--- src/hw/rtl/nlrp_pkg.sv ---
`default_nettype none

package nlrp_pkg;

    // Table and position sizing
    localparam int MAX_EVENTS    = 64;
    localparam int POSITION_BITS = 24;
    localparam int ADDR_W        = (MAX_EVENTS > 1) ? $clog2(MAX_EVENTS) : 1;
    localparam int CNT_W         = $clog2(MAX_EVENTS + 1);

    // Field widths
    localparam int CMD_W   = 3;
    localparam int NOTE_W  = 7;
    localparam int VEL_W   = 7;
    localparam int SPS_W   = 16;
    localparam int STEPS_W = 7;
    localparam int CFG_W   = 16;
    localparam int CFG_IDX_W = 2;

    // Loop length product and its saturation compare
    localparam int MUL_W = SPS_W + STEPS_W;
    localparam int CMP_W = (MUL_W > POSITION_BITS) ? MUL_W : POSITION_BITS;

    localparam logic [POSITION_BITS-1:0] POS_MAX = '1;

    // Register reset values
    localparam logic [SPS_W-1:0]   SPS_RESET   = SPS_W'(5512);
    localparam logic [STEPS_W-1:0] STEPS_RESET = STEPS_W'(16);

    typedef enum logic [CMD_W-1:0] {
        CMD_TICK     = 3'd0,
        CMD_START    = 3'd1,
        CMD_STOP     = 3'd2,
        CMD_CLEAR    = 3'd3,
        CMD_NOTE_ON  = 3'd4,
        CMD_NOTE_OFF = 3'd5
    } t_cmd;

    typedef enum logic [CFG_IDX_W-1:0] {
        REG_SAMPLES_PER_STEP = 2'd0,
        REG_LOOP_STEPS       = 2'd1,
        REG_PLAY_ENABLE      = 2'd2
    } t_cfg_idx;

    typedef struct packed {
        logic [CMD_W-1:0]  command;
        logic [NOTE_W-1:0] note_number;
        logic [VEL_W-1:0]  note_velocity;
    } t_in_item;

    typedef struct packed {
        logic              is_note_on;
        logic [NOTE_W-1:0] out_note;
        logic [VEL_W-1:0]  out_velocity;
        logic              last_of_run;
    } t_out_item;

    // One stored event
    typedef struct packed {
        logic                     on;
        logic [NOTE_W-1:0]        note;
        logic [VEL_W-1:0]         velocity;
        logic [POSITION_BITS-1:0] position;
    } t_entry;

    localparam int ENTRY_W = $bits(t_entry);

endpackage

`default_nettype wire

--- src/hw/rtl/note_loop_recorder_player.sv ---
`default_nettype none

// Note loop recorder/player. Send one command per transfer on start/i_item
// (taken when start is high and busy is low): tick = one audio sample, start
// record, stop record, clear, note on, note off. While recording, ticks advance
// the record position and notes are stored with that timestamp (up to
// MAX_EVENTS). While playing, a tick emits every stored event whose timestamp
// equals the play position, in table order, one per cycle on o_result with
// o_result_valid high for exactly one cycle; last_of_run marks the final event
// of the tick. The receiver cannot stall: every strobed result must be taken
// that cycle. A playing tick with a nonempty table and nonzero loop holds busy
// while the sequencer scans the table, drains and flushes, one table read per
// cycle through the single RAM read port and the one shared position
// comparator; results trail the scan through the held-match and output
// registers. Every other command completes in the transfer cycle. Configuration
// writes (i_cfg_we) take effect at once and must only be issued while idle.

module note_loop_recorder_player
    import nlrp_pkg::*;
(
    input  wire logic                 i_clk,
    input  wire logic                 i_rst_n,
    // command channel
    input  wire logic                 start,
    output logic                      busy,
    input  wire t_in_item             i_item,
    // result channel
    output logic                      o_result_valid,
    output t_out_item                 o_result,
    // configuration write port
    input  wire logic                 i_cfg_we,
    input  wire logic [CFG_IDX_W-1:0] i_cfg_idx,
    input  wire logic [CFG_W-1:0]     i_cfg_data
);

    // Sequencer: idle, scan table reads, compare last read, flush pending
    typedef enum logic [3:0] {
        S_IDLE  = 4'b0001,
        S_SCAN  = 4'b0010,
        S_DRAIN = 4'b0100,
        S_LAST  = 4'b1000
    } t_state;

    t_state r_state, n_state;

    // configuration
    logic [SPS_W-1:0]   r_sps, n_sps;
    logic [STEPS_W-1:0] r_steps, n_steps;
    logic               r_play_en, n_play_en;

    // recorder/player state
    logic [CNT_W-1:0]         r_count, n_count;
    logic                     r_rec, n_rec;
    logic [POSITION_BITS-1:0] r_rec_pos, n_rec_pos;
    logic [POSITION_BITS-1:0] r_loop_len, n_loop_len;
    logic [POSITION_BITS-1:0] r_play_pos, n_play_pos;

    // scan datapath
    logic [ADDR_W-1:0] r_idx, n_idx;
    logic              r_chk, n_chk;       // RAM read data valid this cycle
    logic              r_pend_vld, n_pend_vld;
    t_entry            r_pend, n_pend;     // held match, waits to learn if last

    // output register
    logic      r_out_vld, n_out_vld;
    t_out_item r_out, n_out;

    // table port
    logic               w_we;
    logic [ADDR_W-1:0]  w_waddr;
    t_entry             w_wentry;
    logic [ENTRY_W-1:0] w_rdata;
    t_entry             w_rentry;

    logic                     w_accept;
    logic [MUL_W-1:0]         w_prod;
    logic [POSITION_BITS-1:0] w_len;
    logic                     w_hit;
    logic [POSITION_BITS-1:0] w_pos_inc;

    nlrp_ram #(
        .WIDTH (ENTRY_W),
        .DEPTH (MAX_EVENTS)
    ) u_table (
        .i_clk   (i_clk),
        .i_we    (w_we),
        .i_waddr (w_waddr),
        .i_wdata (w_wentry),
        .i_raddr (r_idx),
        .o_rdata (w_rdata)
    );

    function automatic t_out_item make_result(t_entry e, logic last);
        t_out_item r;
        r.is_note_on   = e.on;
        r.out_note     = e.note;
        r.out_velocity = e.on ? e.velocity : '0;
        r.last_of_run  = last;
        return r;
    endfunction

    assign busy     = (r_state != S_IDLE);
    assign w_accept = start && !busy;
    assign w_rentry = t_entry'(w_rdata);

    // Default loop length: steps * samples per step, clamped to the position range
    assign w_prod = MUL_W'(r_sps) * MUL_W'(r_steps);
    assign w_len  = (CMP_W'(w_prod) > CMP_W'(POS_MAX)) ? POS_MAX : POSITION_BITS'(w_prod);

    // shared comparator
    assign w_hit = r_chk && (w_rentry.position == r_play_pos);

    // play position advance with wrap at top of range
    assign w_pos_inc = (r_play_pos < POS_MAX) ? (r_play_pos + 1'b1) : '0;

    assign w_waddr            = r_count[ADDR_W-1:0];
    assign w_wentry.on        = (t_cmd'(i_item.command) == CMD_NOTE_ON);
    assign w_wentry.note      = i_item.note_number;
    assign w_wentry.velocity  = w_wentry.on ? i_item.note_velocity : '0;
    assign w_wentry.position  = r_rec_pos;

    always_comb begin
        n_state    = r_state;
        n_sps      = r_sps;
        n_steps    = r_steps;
        n_play_en  = r_play_en;
        n_count    = r_count;
        n_rec      = r_rec;
        n_rec_pos  = r_rec_pos;
        n_loop_len = r_loop_len;
        n_play_pos = r_play_pos;
        n_idx      = r_idx;
        n_chk      = 1'b0;
        n_pend_vld = r_pend_vld;
        n_pend     = r_pend;
        n_out_vld  = 1'b0;
        n_out      = r_out;
        w_we       = 1'b0;

        if (i_cfg_we) begin
            unique case (t_cfg_idx'(i_cfg_idx))
                REG_SAMPLES_PER_STEP: n_sps     = i_cfg_data[SPS_W-1:0];
                REG_LOOP_STEPS:       n_steps   = i_cfg_data[STEPS_W-1:0];
                REG_PLAY_ENABLE:      n_play_en = i_cfg_data[0];
                default: ;
            endcase
        end

        unique case (r_state)
            S_IDLE: begin
                if (w_accept) begin
                    unique case (t_cmd'(i_item.command))
                        CMD_START: begin
                            n_rec      = 1'b1;
                            n_count    = '0;
                            n_rec_pos  = '0;
                            n_loop_len = w_len;
                        end
                        CMD_STOP: begin
                            n_rec = 1'b0;
                            if (r_rec_pos != '0) begin
                                n_loop_len = r_rec_pos;
                            end
                        end
                        CMD_CLEAR: begin
                            n_count    = '0;
                            n_rec      = 1'b0;
                            n_play_pos = '0;
                        end
                        CMD_NOTE_ON, CMD_NOTE_OFF: begin
                            if (r_rec && (r_count < CNT_W'(MAX_EVENTS))) begin
                                w_we    = 1'b1;
                                n_count = r_count + 1'b1;
                            end
                        end
                        CMD_TICK: begin
                            if (r_rec) begin
                                if (r_rec_pos < POS_MAX) begin
                                    n_rec_pos = r_rec_pos + 1'b1;
                                end
                            end else if (r_play_en && (r_count != '0) &&
                                         (r_loop_len != '0)) begin
                                n_idx   = '0;
                                n_state = S_SCAN;
                            end
                        end
                        default: ;
                    endcase
                end
            end
            S_SCAN, S_DRAIN: begin
                if (w_hit) begin
                    if (r_pend_vld) begin
                        n_out_vld = 1'b1;
                        n_out     = make_result(r_pend, 1'b0);
                    end
                    n_pend     = w_rentry;
                    n_pend_vld = 1'b1;
                end
                if (r_state == S_SCAN) begin
                    n_chk = 1'b1;
                    if (CNT_W'(r_idx) == (r_count - 1'b1)) begin
                        n_state = S_DRAIN;
                    end else begin
                        n_idx = r_idx + 1'b1;
                    end
                end else begin
                    n_state = S_LAST;
                end
            end
            S_LAST: begin
                if (r_pend_vld) begin
                    n_out_vld = 1'b1;
                    n_out     = make_result(r_pend, 1'b1);
                end
                n_pend_vld = 1'b0;
                n_play_pos = (w_pos_inc >= r_loop_len) ? '0 : w_pos_inc;
                n_state    = S_IDLE;
            end
            default: n_state = S_IDLE;
        endcase
    end

    always_ff @(posedge i_clk) begin
        if (!i_rst_n) begin
            r_state    <= S_IDLE;
            r_sps      <= SPS_RESET;
            r_steps    <= STEPS_RESET;
            r_play_en  <= 1'b0;
            r_count    <= '0;
            r_rec      <= 1'b0;
            r_rec_pos  <= '0;
            r_loop_len <= '0;
            r_play_pos <= '0;
            r_idx      <= '0;
            r_chk      <= 1'b0;
            r_pend_vld <= 1'b0;
            r_out_vld  <= 1'b0;
        end else begin
            r_state    <= n_state;
            r_sps      <= n_sps;
            r_steps    <= n_steps;
            r_play_en  <= n_play_en;
            r_count    <= n_count;
            r_rec      <= n_rec;
            r_rec_pos  <= n_rec_pos;
            r_loop_len <= n_loop_len;
            r_play_pos <= n_play_pos;
            r_idx      <= n_idx;
            r_chk      <= n_chk;
            r_pend_vld <= n_pend_vld;
            r_out_vld  <= n_out_vld;
        end
        r_pend <= n_pend;
        r_out  <= n_out;
    end

    assign o_result_valid = r_out_vld;
    assign o_result       = r_out;

    // held match must be flushed before the sequencer goes idle
    a_pend_flushed: assert property (@(posedge i_clk) disable iff (!i_rst_n)
        (r_state == S_IDLE) |-> !r_pend_vld)
        else $error("pending match left over at idle");

    // read data only checked while the scan is running
    a_chk_in_scan: assert property (@(posedge i_clk) disable iff (!i_rst_n)
        r_chk |-> ((r_state == S_SCAN) || (r_state == S_DRAIN)))
        else $error("table read data outside scan");

    // nothing follows the last result of a run in the next cycle
    a_last_ends_run: assert property (@(posedge i_clk) disable iff (!i_rst_n)
        (r_out_vld && r_out.last_of_run) |=> !r_out_vld)
        else $error("result directly after last_of_run");

    // table fill never passes its depth
    a_count_bound: assert property (@(posedge i_clk) disable iff (!i_rst_n)
        r_count <= CNT_W'(MAX_EVENTS))
        else $error("event count overflow");

    // results only come out of a scan
    a_out_from_scan: assert property (@(posedge i_clk) disable iff (!i_rst_n)
        r_out_vld |-> ($past(r_state) != S_IDLE))
        else $error("result without scan");

endmodule

`default_nettype wire

--- src/hw/rtl/nlrp_ram.sv ---
`default_nettype none

module nlrp_ram #(
    parameter int WIDTH = 8,
    parameter int DEPTH = 16,
    localparam int AW   = (DEPTH > 1) ? $clog2(DEPTH) : 1
) (
    input  wire logic             i_clk,
    input  wire logic             i_we,
    input  wire logic [AW-1:0]    i_waddr,
    input  wire logic [WIDTH-1:0] i_wdata,
    input  wire logic [AW-1:0]    i_raddr,
    output logic      [WIDTH-1:0] o_rdata
);

    logic [WIDTH-1:0] r_mem [DEPTH];
    logic [WIDTH-1:0] r_rdata;

    always_ff @(posedge i_clk) begin
        if (i_we) begin
            r_mem[i_waddr] <= i_wdata;
        end
        r_rdata <= r_mem[i_raddr];
    end

    assign o_rdata = r_rdata;

endmodule

`default_nettype wire

--- config.mk ---
export PLATFORM = sky130hd
export DESIGN_NAME = note_loop_recorder_player
export DESIGN_NICKNAME = d
export VERILOG_FILES = /design/src/hw/rtl/nlrp_pkg.sv /design/src/hw/rtl/note_loop_recorder_player.sv /design/src/hw/rtl/nlrp_ram.sv
export SDC_FILE = /design/constraint.sdc
export NUM_CORES = 2
export LEC_CHECK = 0
export BUFFER_PORTS_ARGS = -buffer_cell sky130_fd_sc_hd__buf_2
export CAP_MARGIN = 20
export CORE_ASPECT_RATIO = 1.5
export CORE_MARGIN = 5
export CORE_UTILIZATION = 47
export CTS_BUF_LIST = sky130_fd_sc_hd__clkbuf_4 sky130_fd_sc_hd__clkbuf_8 sky130_fd_sc_hd__clkbuf_16
export CTS_CLUSTER_SIZE = 16
export DETAILED_ROUTE_END_ITERATION = 12
export PLACE_DENSITY_LB_ADDON = 0.08
export SYNTH_ARGS = -nofsm -noshare
export SYNTH_HDL_FRONTEND = slang
export SYNTH_SLANG_ARGS = --single-unit
--- constraint.sdc ---
create_clock -name i_clk -period 8.4 [get_ports i_clk]
set_clock_uncertainty 0.1 [all_clocks]
set_input_delay 0.84 -clock i_clk [delete_from_list [all_inputs] [get_ports i_clk]]
set_output_delay 0.84 -clock i_clk [all_outputs]
set_load 0.02 [all_outputs]
; ---- Yosys cells after proc, flatten, opt, wreduce, memory -nomap -nowiden
; Memories as Yosys holds them, arrays and structs flattened. A register that Yosys moved wholly into a read port is not among the register bits.
; Index checks and enable logic that the tools add are counted.
[totals]
mem_bits_rw = 2496
ff_bits = 148
wordCells = 141
mem_count = 1
output_inout_bits = 18
in_bits = 39
[memory_table]
columns = name, depth, width, rd, rd_ports_with_merged_regs, write_ports, line_no
row1 = u_table.r_mem, 64, 39, 1, 1, 1, nlrp_ram.sv:16  ; logic [WIDTH-1:0] r_mem [DEPTH];
[classes]
order_cmp = 4
add_sub_neg = 5
multipliers = 1
n_eq_ne = 29
n_mux = 45
n_reduce_logical = 36
[op_table]
columns = cell, n
row1 = 24-bit 2-to-1 mux, 7
row2 = 24-bit one-hot mux with 2 select lines, 3
row3 = 24-bit by 1-bit adder with 24-bit output (second input constant), 2
row4 = 24-bit less-than comparator (second input constant), 2
row5 = 16-bit 2-to-1 mux, 3
row6 = 24-bit nonzero test, 2
row7 = 6-bit 2-to-1 mux, 6
row8 = 16-bit one-hot mux with 2 select lines, 1
row9 = 24-bit == test, 1
row10 = 24-bit >= comparator, 1
row11 = 4-bit 2-to-1 mux, 6
row12 = 2-bit != test (second input constant), 12
row13 = 16-bit by 7-bit multiplier with 23-bit output, 1
row14 = 7-bit 2-to-1 mux, 3
row15 = 7-bit one-hot mux with 2 select lines, 1
row16 = 2-bit nonzero test, 7
row17 = 6-bit one-hot mux with 2 select lines, 1
row18 = 2-bit AND reduction, 6
row19 = 4-bit AND reduction, 3
row20 = 1-bit 2-to-1 mux, 10
row21 = 5-bit AND reduction, 2
row22 = 4-bit one-hot mux with 2 select lines, 1
row23 = 2-bit OR reduction, 4
row24 = 7-bit by 1-bit adder with 7-bit output (second input constant), 1
row25 = other kinds (24), 34

; ---- Longest topological paths before layout
[depth]
word_depth = 8
mapped_depth = 19
depth_no_buf = 17

; ---- By module
; A second synthesis with hierarchy kept.
[unflattened]
cells_unflattened = 5361
hier_area_um2 = 106611.0
[modules_own_cells]
columns = module, area_each_um2, cells_per_inst, instances, seq_area_each_um2
row1 = nlrp_ram, 95374.0, 4059, 1, 75732.6
row2 = note_loop_recorder_player, 11237.0, 1302, 1, 3273.1

; ---- Worst setup path before layout
; Ideal clock, no wire load.
[synth_path]
path_type = reg-to-reg
start = register r_steps[4]
end = register r_loop_len[20]
slack_ns = 3.627
required_time_ns = 8.160
synth_period_minus_slack_ns = 4.773
stages_incl_launch_ff = 18
path_buffers = 1
t_arrival_ns = 4.534
setup_ns = 0.140
cell_sequence = dfxtp_1 > clkbuf_1 > nand2_1 > fa_1 > fa_1 > inv_1 > fa_1 > inv_1 > fa_1 > inv_1 > ha_1 > o21ai_0 > o21bai_1 > o311ai_0 > a21oi_1 > a31oi_1 > mux2i_1 > o221ai_1
[synth_between]
elab_chain_cells = 2
[synth_lines]
columns = element, line_no
row1 = start: declaration, note_loop_recorder_player.sv:48  ; logic [STEPS_W-1:0] r_steps, n_steps;
row2 = start signal: assignment, note_loop_recorder_player.sv:242  ; r_steps <= n_steps;
row3 = 16-bit by 7-bit multiplier with 23-bit output, note_loop_recorder_player.sv:107  ; assign w_prod = MUL_W'(r_sps) * MUL_W'(r_steps);
row4 = 24-bit one-hot mux with 2 select lines, note_loop_recorder_player.sv:152  ; unique case (t_cmd'(i_item.command))
row5 = end signal: assignment, note_loop_recorder_player.sv:247  ; r_loop_len <= n_loop_len;
row6 = end: declaration, note_loop_recorder_player.sv:55  ; logic [POSITION_BITS-1:0] r_loop_len, n_loop_len;
; Every way passes these cells.
; A chain may end at the register's enable or synchronous reset.

; ---- Final worst setup path
[layout_path]
start = register r_steps[1]
end = register r_loop_len[13]
; Same word-level chain as after synthesis.

==> metrics.cfg <==
[cts]
clkSlewWorstSetupHoldPaths_ns=0.07
clkSinkCount=2683
clock_insertion_delay_worst_skew_ns=0.90
h-tree-depth=4
clock_tree.root_cell=sky130_fd_sc_hd__clkbuf_16
cts_repair_resized_insts=0
post-cts-setup-buffer-count=0
cts_tree=built
cts_made_buffers=246
post_cts_hold_buffer_count=0
cts_max_path_buffers=4

[global_routing]
grt_antenna_before_repair=14
grt_pass1_vias=53400
grt_use_total_pct=25.0
grt_first_pass_wirelength_microns=415000
grt.overflow.total=0
largest_net_degree_at_the_start_of_global_routing=142

[place]
place.detailed.instances=7939
place_congestion=0.864
place.port_buffers=56
detailed_placement_wirelength_estimate_microns=168000
placed_cell_area_sq_um=112000

[pwr]
seq_power_share_pct=55.8
power.leakage_nw=38.4
ir_worst_vdd_v=0.000190
cellPowerDensity_nw_per_um2=217
power_switching_share_pct=19.5
power.share.combinational_pct=1.1
p_switching_w=0.00507
p_int_w=0.0209
pwr-share-clk_pct=43.1

[layout]
design.final.nets=5353
post_layout_nonfiller_instances=8389
areaGrowthSynthToFinish_pct=12.1
postLayoutCellArea_sq_um=120000
fraction_of_final_layout_cells_sized_beyond_drive_strength_1_pct=28.5
layout.core_utilization_pct=52.9

[timing]
rsz0062_at_grt=false
totalNegativeSetupSlack_ns=0
final_hold_viol_count=0
final_min_period_over_clock_period_pct=63.9
finalSetupViolations=0
post-route-min-period_ns=5.37
finalMaxSlewViolations=0
fmax_mhz=186
timing.slew.headroom_pct=21.7
hold_slack_ns=0.105
max_slew.worst_pin.slew_ns=1.17

[worst_setup_path]
cp.required_ns=9.09
critPathMaxStageDelay_ns=0.54
critical_setup_path_kind=register to register
end_kind=register
crit_chain=and2_1 -> fa_1 -> inv_1 -> fa_1 -> inv_1 -> fa_1 -> inv_1 -> fa_1 -> inv_1 -> ha_1 -> and2_1 -> a221oi_1 -> a2111oi_0 -> nand2b_1 -> o21ai_0 -> or3b_2 -> a31oi_1
critPathMaxFanout=17
setup.worst_path.start_class=register
cp.arrival_ns=6.06
worst_path_max_delay_cell=sky130_fd_sc_hd__fa_1
cpLargestDelayFamily=adder cells
critPathBufInv=4

[floorplan]
die_width_microns=399
floorplan.io_pins=57
floorplan.core_area_sq_um=226000
design.die.area_sq_um=237000
chipHeight_microns=594
row_count=214
initial_core_util_pct=47.2

[synth]
synth_simple_gate_area_share_pct=3.04
synth_area_per_cell_sq_um=21.5
net_count_after_synthesis=5145
synthArstFlopShare_pct=0
synth-seq-area-share_pct=74.0
synthFlopType=sky130_fd_sc_hd__edfxtp_1
syn_area_sq_um=107000
post_synth_edffs=2527
yosysWarningCount=0
xor_and_xnor_fraction_of_the_mapped_netlist_area_pct=0.763
synth.distinct_cells=75
synth_top_family_by_area=multiplexers
post_synth_inst_count=4966
synth-compound-area-share_pct=1.31
muxShareOfSynthArea_pct=17.3
synth_adder_area_share_pct=2.13
ys_seq_elements=2683

[detailed_routing]
detail_route.drc_violations=0
postRouteAntennaNets=0
routed-via-count=51400
route.detailed.vias_per_inst=6.13
drt-wirelength-per-cell_microns=35.3
initialDrtViolationCount=5321
drt_first_pass_iters=5
finalWirelength_microns=296000

[outcome]
status=finished clean

[worst_hold_path]
min_delay_worst_type=primary input to register

[run]
cap_violations=0

layer usage:
metal	wire length, microns	vias up	global-route usage (%)
li1	-	20900	-
met1	112000	28200	32.4
met2	155000	1834	43.8
met3	18600	438	3.76
met4	10300	2	7.71
met5	13	-	0
state kept, by name, indices dropped and copies added (netlist names):
register and count:
r_steps 7, r_count 7, r_play_pos 24, u_table.r_mem 2496, r_rec 1, o_result 16
r_loop_len 24, r_pend 15, r_sps 16, r_rec_pos 24, r_chk 1, r_pend_vld 1
r_idx 6, r_state 4, o_result_valid 1, u_table.o_rdata 39, r_play_en 1
tightest hold or removal path: cells and delay by family:
family / cells / cell delay, ns
buffers and inverters: 1 / 0.07
AND/OR/NAND/NOR: 2 / 0.12
power by group through the flow:
stage	clock, W	sequential, W	combinational, W
final	0.0112	0.0145	0.000283
after floorplan	0	0.0148	0.000168
after CTS	0.0114	0.0145	0.000277
after detailed placement	0	0.0148	0.000274
after global placement	0	0.0148	0.000272
after global routing	0.0120	0.0145	0.000318
cell families after synthesis:
logic type | Yosys count
AO/OA/AOI/OAI | 218
multiplexers | 836
buffers and inverters | 362
flip-flops | 2683
XOR/XNOR | 93
AND/OR/NAND/NOR | 634
adder cells (fa/ha/maj) | 140
per-stage QoR:
step / total power [W] / setup WS, ns
2_1_floorplan: 0.0149 / 3.63
3_3_place_gp: 0.0150 / 2.94
3_5_place_dp: 0.0151 / 3.01
4_1_cts: 0.0262 / 2.96
5_1_grt: 0.0267 / 2.68
6_report: 0.0260 / 3.03
layout make-up:
| class | instances | area, sq um |
|---|---|---|
| Clock inverter | 117 | 1070 |
| Inverter | 113 | 424 |
| Sequential cell | 2683 | 79100 |
| Fill cell | 17500 | 107000 |
| Clock buffer | 319 | 6870 |
| Multi-Input combinational cell | 1921 | 26700 |
| Antenna cell | 3 | 7.51 |
| Timing Repair Buffer | 209 | 1740 |
| Tap cell | 3024 | 3780 |
worst paths after layout:
kind / from / end / slack, ns / cells after the start
worst max-delay path: r_steps[1] / r_loop_len[13] / 3.03 / 17
worst min-delay path: i_cfg_data[8] / r_sps[8] / 0.11 / 3
worst max register to register: r_steps[1] / r_loop_len[13] / 3.03 / 17
worst min register to register: u_table.o_rdata[26] / r_pend[26] / 0.31 / 0
synth_stat cells, drive strengths merged (8+ instances only):
cell type	instances	area share (%)
a31oi	14	0.082
nand2	144	0.51
or3	8	0.052
and3	26	0.15
nor2	177	0.62
inv	113	0.40
clkbuf	137	0.48
xor2	44	0.36
ha	71	0.83
nand4	29	0.17
nor3	16	0.080
dfxtp	156	2.9
fa	69	1.3
edfxtp	2527	71
o211ai	11	0.077
nor2b	20	0.12
a21oi	63	0.30
o21ai	47	0.22
and2	102	0.60
nor4	20	0.14
nand3	40	0.19
xnor2	49	0.40
buf	112	0.54
mux4	808	17
a21o	13	0.091
mux2i	27	0.25
a211oi	21	0.15
cells in the final DEF, fill, tap and decap left out, drive strengths merged, types with 6 or more instances in the layout:
cell / n
clkinvlp: 7
edfxtp: 2527
mux4: 808
a211oi: 21
nor3b: 7
o21ai: 47
nor4: 20
buf: 209
xnor2: 49
nor3: 16
xor2: 44
bufinv: 20
a21o: 13
o211ai: 11
or2: 6
or3: 8
nand4: 29
and3: 26
inv: 117
a31oi: 14
nand2: 144
nand3b: 7
nand3: 40
clkinv: 86
dfxtp: 156
nor2b: 20
fa: 69
ha: 71
mux2i: 27
a21oi: 63
and2: 102
nor2: 177
nand2b: 7
clkbuf: 319
(Power assumes the default switching activity.)
